**src/hdl/tpad_pkg.sv**
```systemverilog
`timescale 1ns / 1ps
`default_nettype none

package tpad_pkg;

   // Field widths
   localparam int SAMPLE_W    = 16;
   localparam int WL_IDX_W    = 2;
   localparam int GAIN_W      = 16;
   localparam int AMP_W       = 28;
   localparam int CSR_INDEX_W = 2;
   localparam int CSR_DATA_W  = 16;

   // Datapath widths
   localparam int SQ_W        = 2 * SAMPLE_W;     // one squared difference
   localparam int RAD_W       = SQ_W + 2;         // sum of three squares
   localparam int ROOT_W      = RAD_W / 2;        // floor square root
   localparam int REM_W       = ROOT_W + 3;       // root remainder
   localparam int ISQRT_STEPS = ROOT_W;           // one root bit per stage
   localparam int K_W         = 15;
   localparam int SCALED_W    = ROOT_W + K_W;
   localparam int PROD_W      = SCALED_W + GAIN_W;
   localparam int FRAC_DROP   = PROD_W - AMP_W;   // Q.28 product down to Q.8

   // sqrt(2)/3 in Q0.16
   localparam logic [K_W-1:0]    K_SQRT2_OVER_3 = 15'd30894;
   localparam logic [PROD_W-1:0] ROUND_HALF     = PROD_W'(1) << (FRAC_DROP - 1);

   // Gain registers: 1.0 in Q4.12 after reset, index of wavelength 0
   localparam logic [GAIN_W-1:0]      GAIN_RESET    = 16'd4096;
   localparam logic [CSR_INDEX_W-1:0] CSR_GAIN_BASE = 2'd0;

   typedef struct packed {
      logic                valid;
      logic [WL_IDX_W-1:0] wavelength;
   } tpad_tag_type;

endpackage

`default_nettype wire

```
**src/hdl/tpad_req_if.sv**
```systemverilog
`timescale 1ns / 1ps
`default_nettype none

interface tpad_req_if import tpad_pkg::*; ();
   logic                valid;
   logic                ready;
   logic [SAMPLE_W-1:0] sample_phase_0;
   logic [SAMPLE_W-1:0] sample_phase_120;
   logic [SAMPLE_W-1:0] sample_phase_240;
   logic [WL_IDX_W-1:0] wavelength_index;

   modport source (
      output valid, sample_phase_0, sample_phase_120, sample_phase_240, wavelength_index,
      input  ready
   );
   modport sink (
      input  valid, sample_phase_0, sample_phase_120, sample_phase_240, wavelength_index,
      output ready
   );
endinterface

`default_nettype wire

```
**src/hdl/tpad_rsp_if.sv**
```systemverilog
`timescale 1ns / 1ps
`default_nettype none

interface tpad_rsp_if import tpad_pkg::*; ();
   logic                valid;
   logic                ready;
   logic [AMP_W-1:0]    ac_amplitude;
   logic [WL_IDX_W-1:0] wavelength_tag;

   modport source (
      output valid, ac_amplitude, wavelength_tag,
      input  ready
   );
   modport sink (
      input  valid, ac_amplitude, wavelength_tag,
      output ready
   );
endinterface

`default_nettype wire

```
**src/hdl/tpad_csr_if.sv**
```systemverilog
`timescale 1ns / 1ps
`default_nettype none

interface tpad_csr_if import tpad_pkg::*; ();
   logic                   valid;
   logic                   ready;
   logic [CSR_INDEX_W-1:0] index;
   logic [CSR_DATA_W-1:0]  data;

   modport source (
      output valid, index, data,
      input  ready
   );
   modport sink (
      input  valid, index, data,
      output ready
   );
endinterface

`default_nettype wire

```
**src/hdl/tpad_sqdiff.sv**
```systemverilog
`timescale 1ns / 1ps
`default_nettype none

// Three stages: absolute differences, squares, sum.
module tpad_sqdiff import tpad_pkg::*; (
   input  logic                clock,
   input  logic                reset,
   input  logic                enable,
   input  logic [SAMPLE_W-1:0] sample_a,
   input  logic [SAMPLE_W-1:0] sample_b,
   input  logic [SAMPLE_W-1:0] sample_c,
   input  tpad_tag_type        tag_up,
   output logic [RAD_W-1:0]    sum,
   output tpad_tag_type        tag_dn
);

   logic [SAMPLE_W-1:0] diff_ab_in, diff_ac_in, diff_bc_in;
   logic [SAMPLE_W-1:0] diff_ab_ff, diff_ac_ff, diff_bc_ff;
   logic [SQ_W-1:0]     sq_ab_ff, sq_ac_ff, sq_bc_ff;
   logic [RAD_W-1:0]    sum_in, sum_ff;
   tpad_tag_type        tag1_ff, tag2_ff, tag3_ff;

   always_comb begin
      diff_ab_in = (sample_a >= sample_b) ? sample_a - sample_b : sample_b - sample_a;
      diff_ac_in = (sample_a >= sample_c) ? sample_a - sample_c : sample_c - sample_a;
      diff_bc_in = (sample_b >= sample_c) ? sample_b - sample_c : sample_c - sample_b;
      sum_in     = RAD_W'(sq_ab_ff) + RAD_W'(sq_ac_ff) + RAD_W'(sq_bc_ff);
   end

   always_ff @(posedge clock) begin
      if (enable) begin
         diff_ab_ff <= diff_ab_in;
         diff_ac_ff <= diff_ac_in;
         diff_bc_ff <= diff_bc_in;
         sq_ab_ff   <= SQ_W'(diff_ab_ff) * SQ_W'(diff_ab_ff);
         sq_ac_ff   <= SQ_W'(diff_ac_ff) * SQ_W'(diff_ac_ff);
         sq_bc_ff   <= SQ_W'(diff_bc_ff) * SQ_W'(diff_bc_ff);
         sum_ff     <= sum_in;
      end
   end

   always_ff @(posedge clock) begin
      if (reset) begin
         tag1_ff.valid <= 1'b0;
         tag2_ff.valid <= 1'b0;
         tag3_ff.valid <= 1'b0;
      end else if (enable) begin
         tag1_ff <= tag_up;
         tag2_ff <= tag1_ff;
         tag3_ff <= tag2_ff;
      end
   end

   assign sum    = sum_ff;
   assign tag_dn = tag3_ff;

endmodule

`default_nettype wire

```
**src/hdl/tpad_isqrt.sv**
```systemverilog
`timescale 1ns / 1ps
`default_nettype none

// Floor square root, restoring digit recurrence, one root bit per stage.
module tpad_isqrt import tpad_pkg::*; (
   input  logic              clock,
   input  logic              reset,
   input  logic              enable,
   input  logic [RAD_W-1:0]  radicand,
   input  tpad_tag_type      tag_up,
   output logic [ROOT_W-1:0] root,
   output tpad_tag_type      tag_dn
);

   logic [REM_W-1:0]       rem_ff  [ISQRT_STEPS];
   logic [ROOT_W-1:0]      root_ff [ISQRT_STEPS];
   logic [RAD_W-1:0]       rad_ff  [ISQRT_STEPS];
   tpad_tag_type           tag_ff  [ISQRT_STEPS];
   logic [ISQRT_STEPS-1:0] valid_vec;

   genvar k;
   for (k = 0; k < ISQRT_STEPS; k++) begin : g_step
      logic [REM_W-1:0]  rem_prev, rem_sh, trial, rem_in;
      logic [ROOT_W-1:0] root_prev, root_in;
      logic [RAD_W-1:0]  rad_prev, rad_in;
      tpad_tag_type      tag_prev;
      logic              fits;

      if (k == 0) begin : g_first
         assign rem_prev  = '0;
         assign root_prev = '0;
         assign rad_prev  = radicand;
         assign tag_prev  = tag_up;
      end else begin : g_next
         assign rem_prev  = rem_ff[k-1];
         assign root_prev = root_ff[k-1];
         assign rad_prev  = rad_ff[k-1];
         assign tag_prev  = tag_ff[k-1];
      end

      // bring down two radicand bits, try (4*root + 1)
      always_comb begin
         rem_sh  = {rem_prev[REM_W-3:0], rad_prev[RAD_W-1 -: 2]};
         trial   = REM_W'({root_prev, 2'b01});
         fits    = (rem_sh >= trial);
         rem_in  = fits ? rem_sh - trial : rem_sh;
         root_in = {root_prev[ROOT_W-2:0], fits};
         rad_in  = {rad_prev[RAD_W-3:0], 2'b00};
      end

      always_ff @(posedge clock) begin
         if (enable) begin
            rem_ff[k]  <= rem_in;
            root_ff[k] <= root_in;
            rad_ff[k]  <= rad_in;
         end
      end

      always_ff @(posedge clock) begin
         if (reset) begin
            tag_ff[k].valid <= 1'b0;
         end else if (enable) begin
            tag_ff[k] <= tag_prev;
         end
      end

      assign valid_vec[k] = tag_ff[k].valid;
   end

   assign root   = root_ff[ISQRT_STEPS-1];
   assign tag_dn = tag_ff[ISQRT_STEPS-1];

`ifndef SYNTH
   // a held pipeline must neither drop nor create items
   a_stall_holds: assert property (@(posedge clock) disable iff (reset)
      !enable |=> $stable(valid_vec))
      else $error("isqrt valid bits changed while stalled");

   // floor root: final remainder never exceeds 2*root
   a_rem_bound: assert property (@(posedge clock) disable iff (reset)
      tag_ff[ISQRT_STEPS-1].valid |->
         (rem_ff[ISQRT_STEPS-1] <= REM_W'({root_ff[ISQRT_STEPS-1], 1'b0})))
      else $error("isqrt remainder out of range");
`endif

endmodule

`default_nettype wire

```
**src/hdl/tpad_scale.sv**
```systemverilog
`timescale 1ns / 1ps
`default_nettype none

// Three stages: root * sqrt(2)/3, times gain, round to Q20.8.
module tpad_scale import tpad_pkg::*; (
   input  logic              clock,
   input  logic              reset,
   input  logic              enable,
   input  logic [ROOT_W-1:0] root,
   input  logic [GAIN_W-1:0] gain,
   input  tpad_tag_type      tag_up,
   output logic [AMP_W-1:0]  amplitude,
   output tpad_tag_type      tag_dn
);

   logic [SCALED_W-1:0] scaled_ff;
   logic [GAIN_W-1:0]   gain_ff;
   logic [PROD_W-1:0]   prod_ff;
   logic [PROD_W-1:0]   rounded_in;
   logic [AMP_W-1:0]    amp_ff;
   tpad_tag_type        tag1_ff, tag2_ff, tag3_ff;

   assign rounded_in = prod_ff + ROUND_HALF;

   always_ff @(posedge clock) begin
      if (enable) begin
         scaled_ff <= SCALED_W'(root) * SCALED_W'(K_SQRT2_OVER_3);
         gain_ff   <= gain;
         prod_ff   <= PROD_W'(scaled_ff) * PROD_W'(gain_ff);
         amp_ff    <= rounded_in[FRAC_DROP +: AMP_W];
      end
   end

   always_ff @(posedge clock) begin
      if (reset) begin
         tag1_ff.valid <= 1'b0;
         tag2_ff.valid <= 1'b0;
         tag3_ff.valid <= 1'b0;
      end else if (enable) begin
         tag1_ff <= tag_up;
         tag2_ff <= tag1_ff;
         tag3_ff <= tag2_ff;
      end
   end

   assign amplitude = amp_ff;
   assign tag_dn    = tag3_ff;

endmodule

`default_nettype wire

```
**src/hdl/three_phase_ac_demodulation_core.sv**
```systemverilog
`timescale 1ns / 1ps
`default_nettype none

// Three-phase AC amplitude demodulator.
// req_chan: one request per pixel: three 16-bit samples (0/120/240 degrees)
//    and a 2-bit wavelength index. Taken when valid and ready are both high.
// rsp_chan: one response per request, in order: ac_amplitude (Q20.8) and
//    wavelength_tag. A wavelength at or above WAVELENGTHS yields amplitude 0.
// csr_chan: gain writes, index 0..3 selects the wavelength, data is Q4.12.
//    Always ready; write only while no request is in flight.
// Pipeline: 3 square/sum stages, 17 square-root stages at one root bit
//    each, 3 scaling stages.
// Throughput: one request per cycle unless stalled; the 17 root stages make up most of the depth.
// Stall: when a response sits unaccepted the whole pipeline freezes and
//    req_chan.ready drops in the same cycle; nothing is lost or repeated.
// Reset: clears all valid bits and sets every gain to 1.0 (4096).
module three_phase_ac_demodulation_core import tpad_pkg::*; #(
   parameter int WAVELENGTHS = 4
) (
   input  logic        clock,
   input  logic        reset,
   tpad_req_if.sink    req_chan,
   tpad_rsp_if.source  rsp_chan,
   tpad_csr_if.sink    csr_chan
);

   logic              advance;
   tpad_tag_type      entry_tag, sum_tag, root_tag, out_tag;
   logic [RAD_W-1:0]  sum;
   logic [ROOT_W-1:0] root;
   logic [GAIN_W-1:0] gain_sel;
   logic [AMP_W-1:0]  amplitude;
   logic [GAIN_W-1:0] gain_ff [WAVELENGTHS];

   // Global pipeline enable: move whenever the output register is empty or its response is taken.
   assign advance        = !out_tag.valid || rsp_chan.ready;
   assign req_chan.ready = advance;
   assign csr_chan.ready = 1'b1;

   assign entry_tag.valid      = req_chan.valid;
   assign entry_tag.wavelength = req_chan.wavelength_index;

   // Gain registers, one per wavelength.
   genvar i;
   for (i = 0; i < WAVELENGTHS; i++) begin : g_gain
      always_ff @(posedge clock) begin
         if (reset) begin
            gain_ff[i] <= GAIN_RESET;
         end else if (csr_chan.valid &&
                      csr_chan.index == CSR_INDEX_W'(int'(CSR_GAIN_BASE) + i)) begin
            gain_ff[i] <= csr_chan.data;
         end
      end
   end

   // Gain lookup next to the scaler; unused wavelengths get zero gain.
   always_comb begin
      gain_sel = '0;
      for (int w = 0; w < WAVELENGTHS; w++) begin
         if (root_tag.wavelength == WL_IDX_W'(w)) begin
            gain_sel = gain_ff[w];
         end
      end
   end

   tpad_sqdiff u_sqdiff (
      .clock    (clock),
      .reset    (reset),
      .enable   (advance),
      .sample_a (req_chan.sample_phase_0),
      .sample_b (req_chan.sample_phase_120),
      .sample_c (req_chan.sample_phase_240),
      .tag_up   (entry_tag),
      .sum      (sum),
      .tag_dn   (sum_tag)
   );

   tpad_isqrt u_isqrt (
      .clock    (clock),
      .reset    (reset),
      .enable   (advance),
      .radicand (sum),
      .tag_up   (sum_tag),
      .root     (root),
      .tag_dn   (root_tag)
   );

   tpad_scale u_scale (
      .clock     (clock),
      .reset     (reset),
      .enable    (advance),
      .root      (root),
      .gain      (gain_sel),
      .tag_up    (root_tag),
      .amplitude (amplitude),
      .tag_dn    (out_tag)
   );

   assign rsp_chan.valid          = out_tag.valid;
   assign rsp_chan.ac_amplitude   = amplitude;
   assign rsp_chan.wavelength_tag = out_tag.wavelength;

`ifndef SYNTH
   a_unused_wl_zero: assert property (@(posedge clock) disable iff (reset)
      (rsp_chan.valid && (int'(rsp_chan.wavelength_tag) >= WAVELENGTHS)) |->
         (rsp_chan.ac_amplitude == '0))
      else $error("nonzero amplitude for unused wavelength");

   a_reset_empties: assert property (@(posedge clock)
      reset |=> !rsp_chan.valid)
      else $error("response valid right after reset");
`endif

endmodule

`default_nettype wire

```
**src/flat_wrapper.sv**
```systemverilog
// flat-port wrapper written by rule: the top's interface ports become plain ports
module three_phase_ac_demodulation_core_flat import tpad_pkg::*;
#(
   parameter int WAVELENGTHS = 4
)
  (clock, reset, req_chan_valid, req_chan_sample_phase_0, req_chan_sample_phase_120, req_chan_sample_phase_240, req_chan_wavelength_index, req_chan_ready, rsp_chan_valid, rsp_chan_ac_amplitude, rsp_chan_wavelength_tag, rsp_chan_ready, csr_chan_valid, csr_chan_index, csr_chan_data, csr_chan_ready);
  tpad_req_if req_chan_i ();
  tpad_rsp_if rsp_chan_i ();
  tpad_csr_if csr_chan_i ();
  input  logic clock;
  input  logic reset;
  input wire logic [$bits(req_chan_i.valid)-1:0] req_chan_valid;
  input wire logic [$bits(req_chan_i.sample_phase_0)-1:0] req_chan_sample_phase_0;
  input wire logic [$bits(req_chan_i.sample_phase_120)-1:0] req_chan_sample_phase_120;
  input wire logic [$bits(req_chan_i.sample_phase_240)-1:0] req_chan_sample_phase_240;
  input wire logic [$bits(req_chan_i.wavelength_index)-1:0] req_chan_wavelength_index;
  output wire logic [$bits(req_chan_i.ready)-1:0] req_chan_ready;
  output wire logic [$bits(rsp_chan_i.valid)-1:0] rsp_chan_valid;
  output wire logic [$bits(rsp_chan_i.ac_amplitude)-1:0] rsp_chan_ac_amplitude;
  output wire logic [$bits(rsp_chan_i.wavelength_tag)-1:0] rsp_chan_wavelength_tag;
  input wire logic [$bits(rsp_chan_i.ready)-1:0] rsp_chan_ready;
  input wire logic [$bits(csr_chan_i.valid)-1:0] csr_chan_valid;
  input wire logic [$bits(csr_chan_i.index)-1:0] csr_chan_index;
  input wire logic [$bits(csr_chan_i.data)-1:0] csr_chan_data;
  output wire logic [$bits(csr_chan_i.ready)-1:0] csr_chan_ready;
  assign req_chan_i.valid = req_chan_valid;
  assign req_chan_i.sample_phase_0 = req_chan_sample_phase_0;
  assign req_chan_i.sample_phase_120 = req_chan_sample_phase_120;
  assign req_chan_i.sample_phase_240 = req_chan_sample_phase_240;
  assign req_chan_i.wavelength_index = req_chan_wavelength_index;
  assign req_chan_ready = req_chan_i.ready;
  assign rsp_chan_valid = rsp_chan_i.valid;
  assign rsp_chan_ac_amplitude = rsp_chan_i.ac_amplitude;
  assign rsp_chan_wavelength_tag = rsp_chan_i.wavelength_tag;
  assign rsp_chan_i.ready = rsp_chan_ready;
  assign csr_chan_i.valid = csr_chan_valid;
  assign csr_chan_i.index = csr_chan_index;
  assign csr_chan_i.data = csr_chan_data;
  assign csr_chan_ready = csr_chan_i.ready;
  three_phase_ac_demodulation_core #(.WAVELENGTHS(WAVELENGTHS)) u_core (.clock(clock), .reset(reset), .req_chan(req_chan_i), .rsp_chan(rsp_chan_i), .csr_chan(csr_chan_i));
endmodule
```
**config.mk**
```make
export PLATFORM = sky130hd
export DESIGN_NAME = three_phase_ac_demodulation_core_flat
export DESIGN_NICKNAME = d
export VERILOG_FILES = /design/src/hdl/tpad_pkg.sv /design/src/hdl/tpad_req_if.sv /design/src/hdl/tpad_rsp_if.sv /design/src/hdl/tpad_csr_if.sv /design/src/hdl/tpad_sqdiff.sv /design/src/hdl/tpad_isqrt.sv /design/src/hdl/tpad_scale.sv /design/src/hdl/three_phase_ac_demodulation_core.sv /design/src/flat_wrapper.sv
export SDC_FILE = /design/constraint.sdc
export NUM_CORES = 2
export LEC_CHECK = 0
export ABC_AREA = 1
export BUFFER_PORTS_ARGS = -buffer_cell sky130_fd_sc_hd__buf_2
export CORE_MARGIN = 10
export CORE_UTILIZATION = 50
export DETAILED_ROUTE_END_ITERATION = 7
export GPL_TIMING_DRIVEN = 0
export MAX_ROUTING_LAYER = met4
export PLACE_DENSITY = 0.71
export SLEW_MARGIN = 20
export SYNTH_ARGS = -nofsm -noshare
export SYNTH_HDL_FRONTEND = slang
export SYNTH_SLANG_ARGS = --single-unit
```
**constraint.sdc**
```tcl
create_clock -name clock -period 30.3 [get_ports clock]
set_clock_uncertainty 0.1 [all_clocks]
set_input_delay 1.515 -clock clock [delete_from_list [all_inputs] [get_ports clock]]
set_output_delay 1.515 -clock clock [all_outputs]
set_load 0.005 [all_outputs]
```
==> metrics <==
first-pass GRT wire length=405 mm; type of the most critical hold path=register to register; TritonCTS Buffers=117; reg2reg start=u_core.u_sqdiff.diff_bc_ff[2]$_DFFE_PN_; RSZ-0062 raised after global routing=false; startpoint types=register; reg-to-reg endpoint=u_core.u_sqdiff.sq_bc_ff[30]$_DFFE_PN_; Final Util=0.542; routability cong.=0.972; I/O pin count=106; FMAX=136 MHz; CP Capture Type=register; fin. max-slew vios=0; reg2reg setup slack=22.97 ns; Max clock buf depth=3; die extent in x=467 um; clock-pin slew on the worst setup and hold paths=0.06 ns; fill cell count=18000; Sink Count=1105; Mean Syn Cell Area=9.16 um2; Final nets=13100; number of distinct library cells after synthesis=70; Rel. slew slack=0.316; placed instance count=13700; CTS tree=built; Area Growth Syn to Fin=7.95%; post-synthesis register bit count=1105; global route overflow=0; fin area=108000 um2; synth top area cells=edfxtp_1 33%, fa_1 21%, ha_1 10%; CTS Hold Bufs=0; Final ANT Viol Nets=0; share of cells above drive strength 1=0.0529; most common cell after layout, fill and taps aside=inv_1; Post-Place Cell Area=104000 um2; Mapped Area=99900 um2; Initial Util=0.502; Syn Nets=12800; post-synth top area cell=edfxtp_1; Max Cap Viol=0; final hold slack=0.285 ns; final period utilization=0.242; Hold Path Sink=u_core.u_isqrt.rad_ff[0][126]$_DFFE_PN_; Max FO, Critical Path=10; Die Height=467 um; initial DRC count=5114; Site Rows=164; Final setup viols=0; largest net degree at the start of global routing=119; Post-synth ARST share=0; post-cts resize count=0; Non-Filler Instances=13900; endpoints failing hold=0; port buffer count=104; register area=33100 um2; hpwl dp=205 mm; Critical Path RT=30.62 ns; multi-input combinational cell area=56200 um2; Critical Path AT=7.65 ns; average wire per standard cell=18.0 um; Setup Crit Path Kind=register to register; vias in the first global route=76000; post-CTS setup buffer count=0; clock latency on the worst-skew pair=0.78 ns; Vias=72200; Vias/cell=5.19; hold_sp=u_core.u_isqrt.rad_ff[0][92]$_DFFE_PN_; GR Util All Layers=0.238; Routed WL=251 mm; Synth Flop Type=edfxtp_1; Yosys top cell area share=0.330; post-layout min period=7.33 ns; synth warn=0; WHS Path Cells=0; initial antenna violation count=10; die area=218000 um2; most frequent cells in the layout=2470 x inv_1, 2304 x nand2_1, 1099 x edfxtp_1, 1028 x fa_1, 828 x ha_1; R2R depth=22; sequential area share after synthesis=0.331; status=finished, final reports clean; DR DRC count=0; root buffer cell=clkbuf_16; Core Region=199000 um2; EDFF count, synth=1099; htree depth=3; Cells after Synth=10900; first-pass iteration count of the detailed router=6; Tightest Pin Transition=1.03 ns
==> synthesized netlist by cell type (24+ instances only) <==
cell      instances
nand4_1          87
nand2_2          45
xnor2_1         126
nor2_1          648
a21oi_2          28
nand3_1         325
clkbuf_1        200
a21oi_1         493
fa_1           1028
o211ai_1         24
inv_1          2471
a21o_1           43
o21ai_2          48
o21bai_1         45
o21ai_0         301
o21ai_1          80
nand2_1        2304
nor4_1           27
edfxtp_1       1099
xor2_1          264
ha_1            828
or2_2            40
nor3_1          110
==> final cells by class <==
class | count | area share
multi-input combinational | 7054 | 0.521
sequential | 1105 | 0.307
inverter | 2495 | 0.0870
tap | 2656 | 0.0308
clock buffer | 141 | 0.0285
buffer | 260 | 0.0115
timing repair buffer | 115 | 0.00748
clock inverter | 78 | 0.00646
antenna | 5 | 0.000116
==> worst max path at each step <==
stage | startpoint | endpoint | slack [ns]
2_1_floorplan | rsp_chan_ready | req_chan_ready | 8.42
3_3_place_gp | rsp_chan_ready | req_chan_ready | -0.83
3_5_place_dp | u_core.u_sqdiff.diff_bc_ff[2]$_DFFE_PN_ | u_core.u_sqdiff.sq_bc_ff[30]$_DFFE_PN_ | 23.12
4_1_cts | u_core.u_sqdiff.diff_bc_ff[3]$_DFFE_PN_ | u_core.u_sqdiff.sq_bc_ff[30]$_DFFE_PN_ | 23.03
5_1_grt | u_core.u_scale.gain_ff[1]$_DFFE_PN_ | u_core.u_scale.prod_ff[41]$_DFFE_PN_ | 22.73
6_report | u_core.u_sqdiff.diff_bc_ff[2]$_DFFE_PN_ | u_core.u_sqdiff.sq_bc_ff[30]$_DFFE_PN_ | 22.97
==> cells by family (layout without fill, tap and decap cells) <==
group	after synthesis	after routing	synth area share
AOI/OAI and AO/OA	1153	1153	0.0668
DFF	1105	1105	0.331
buffers and inverters	2755	3089	0.106
and+or+nand+nor	3653	3653	0.152
adders and majority gates	1856	1856	0.310
other	2	7	0.0000751
xor gates and xnor gates	390	390	0.0342
==> per-layer routing <==
metal,vias to the layer above,track usage,wire length [um],part of all wire
li1,34600,-,-,-
met1,35200,0.285,102000,0.41
met2,1861,0.415,127000,0.51
met3,515,0.0253,11200,0.045
met4,0,0.0894,10600,0.042
met5,-,-,0,0
==> critical path, cell delays in order (launching register included) <==
cell      delay (ns)
edfxtp_1        0.47
clkbuf_1        0.50
clkbuf_1        0.53
nand2_1         0.23
fa_1            0.57
inv_1           0.06
fa_1            0.53
inv_1           0.05
fa_1            0.51
inv_1           0.06
fa_1            0.53
inv_1           0.06
fa_1            0.48
inv_1           0.05
fa_1            0.43
ha_1            0.32
inv_1           0.08
o21ai_0         0.24
a21oi_1         0.15
o21bai_1        0.20
a21oi_1         0.09
nand2_1         0.09
xor2_1          0.62
==> flip-flops by register name, indices dropped and copies added (netlist names), 34 cells and up <==
register	cells
u_core.u_isqrt.rad_ff	272
u_core.u_isqrt.rem_ff	268
u_core.u_isqrt.root_ff	153
u_core.gain_ff	64
u_core.u_isqrt.tag_ff	51
u_core.u_sqdiff.sum	34
==> through the flow <==
| step | setup TNS [ns] | worst slack, ns |
|---|---|---|
| 2_1_floorplan | 0 | 8.42 |
| 3_3_place_gp | -0.826 | -0.826 |
| 3_5_place_dp | 0 | 23.12 |
| 4_1_cts | 0 | 23.03 |
| 5_1_grt | 0 | 22.73 |
| 6_report | 0 | 22.97 |
Power is not shown: default switching activity piles up to over one toggle a cycle in this logic, so the estimate is an artifact.
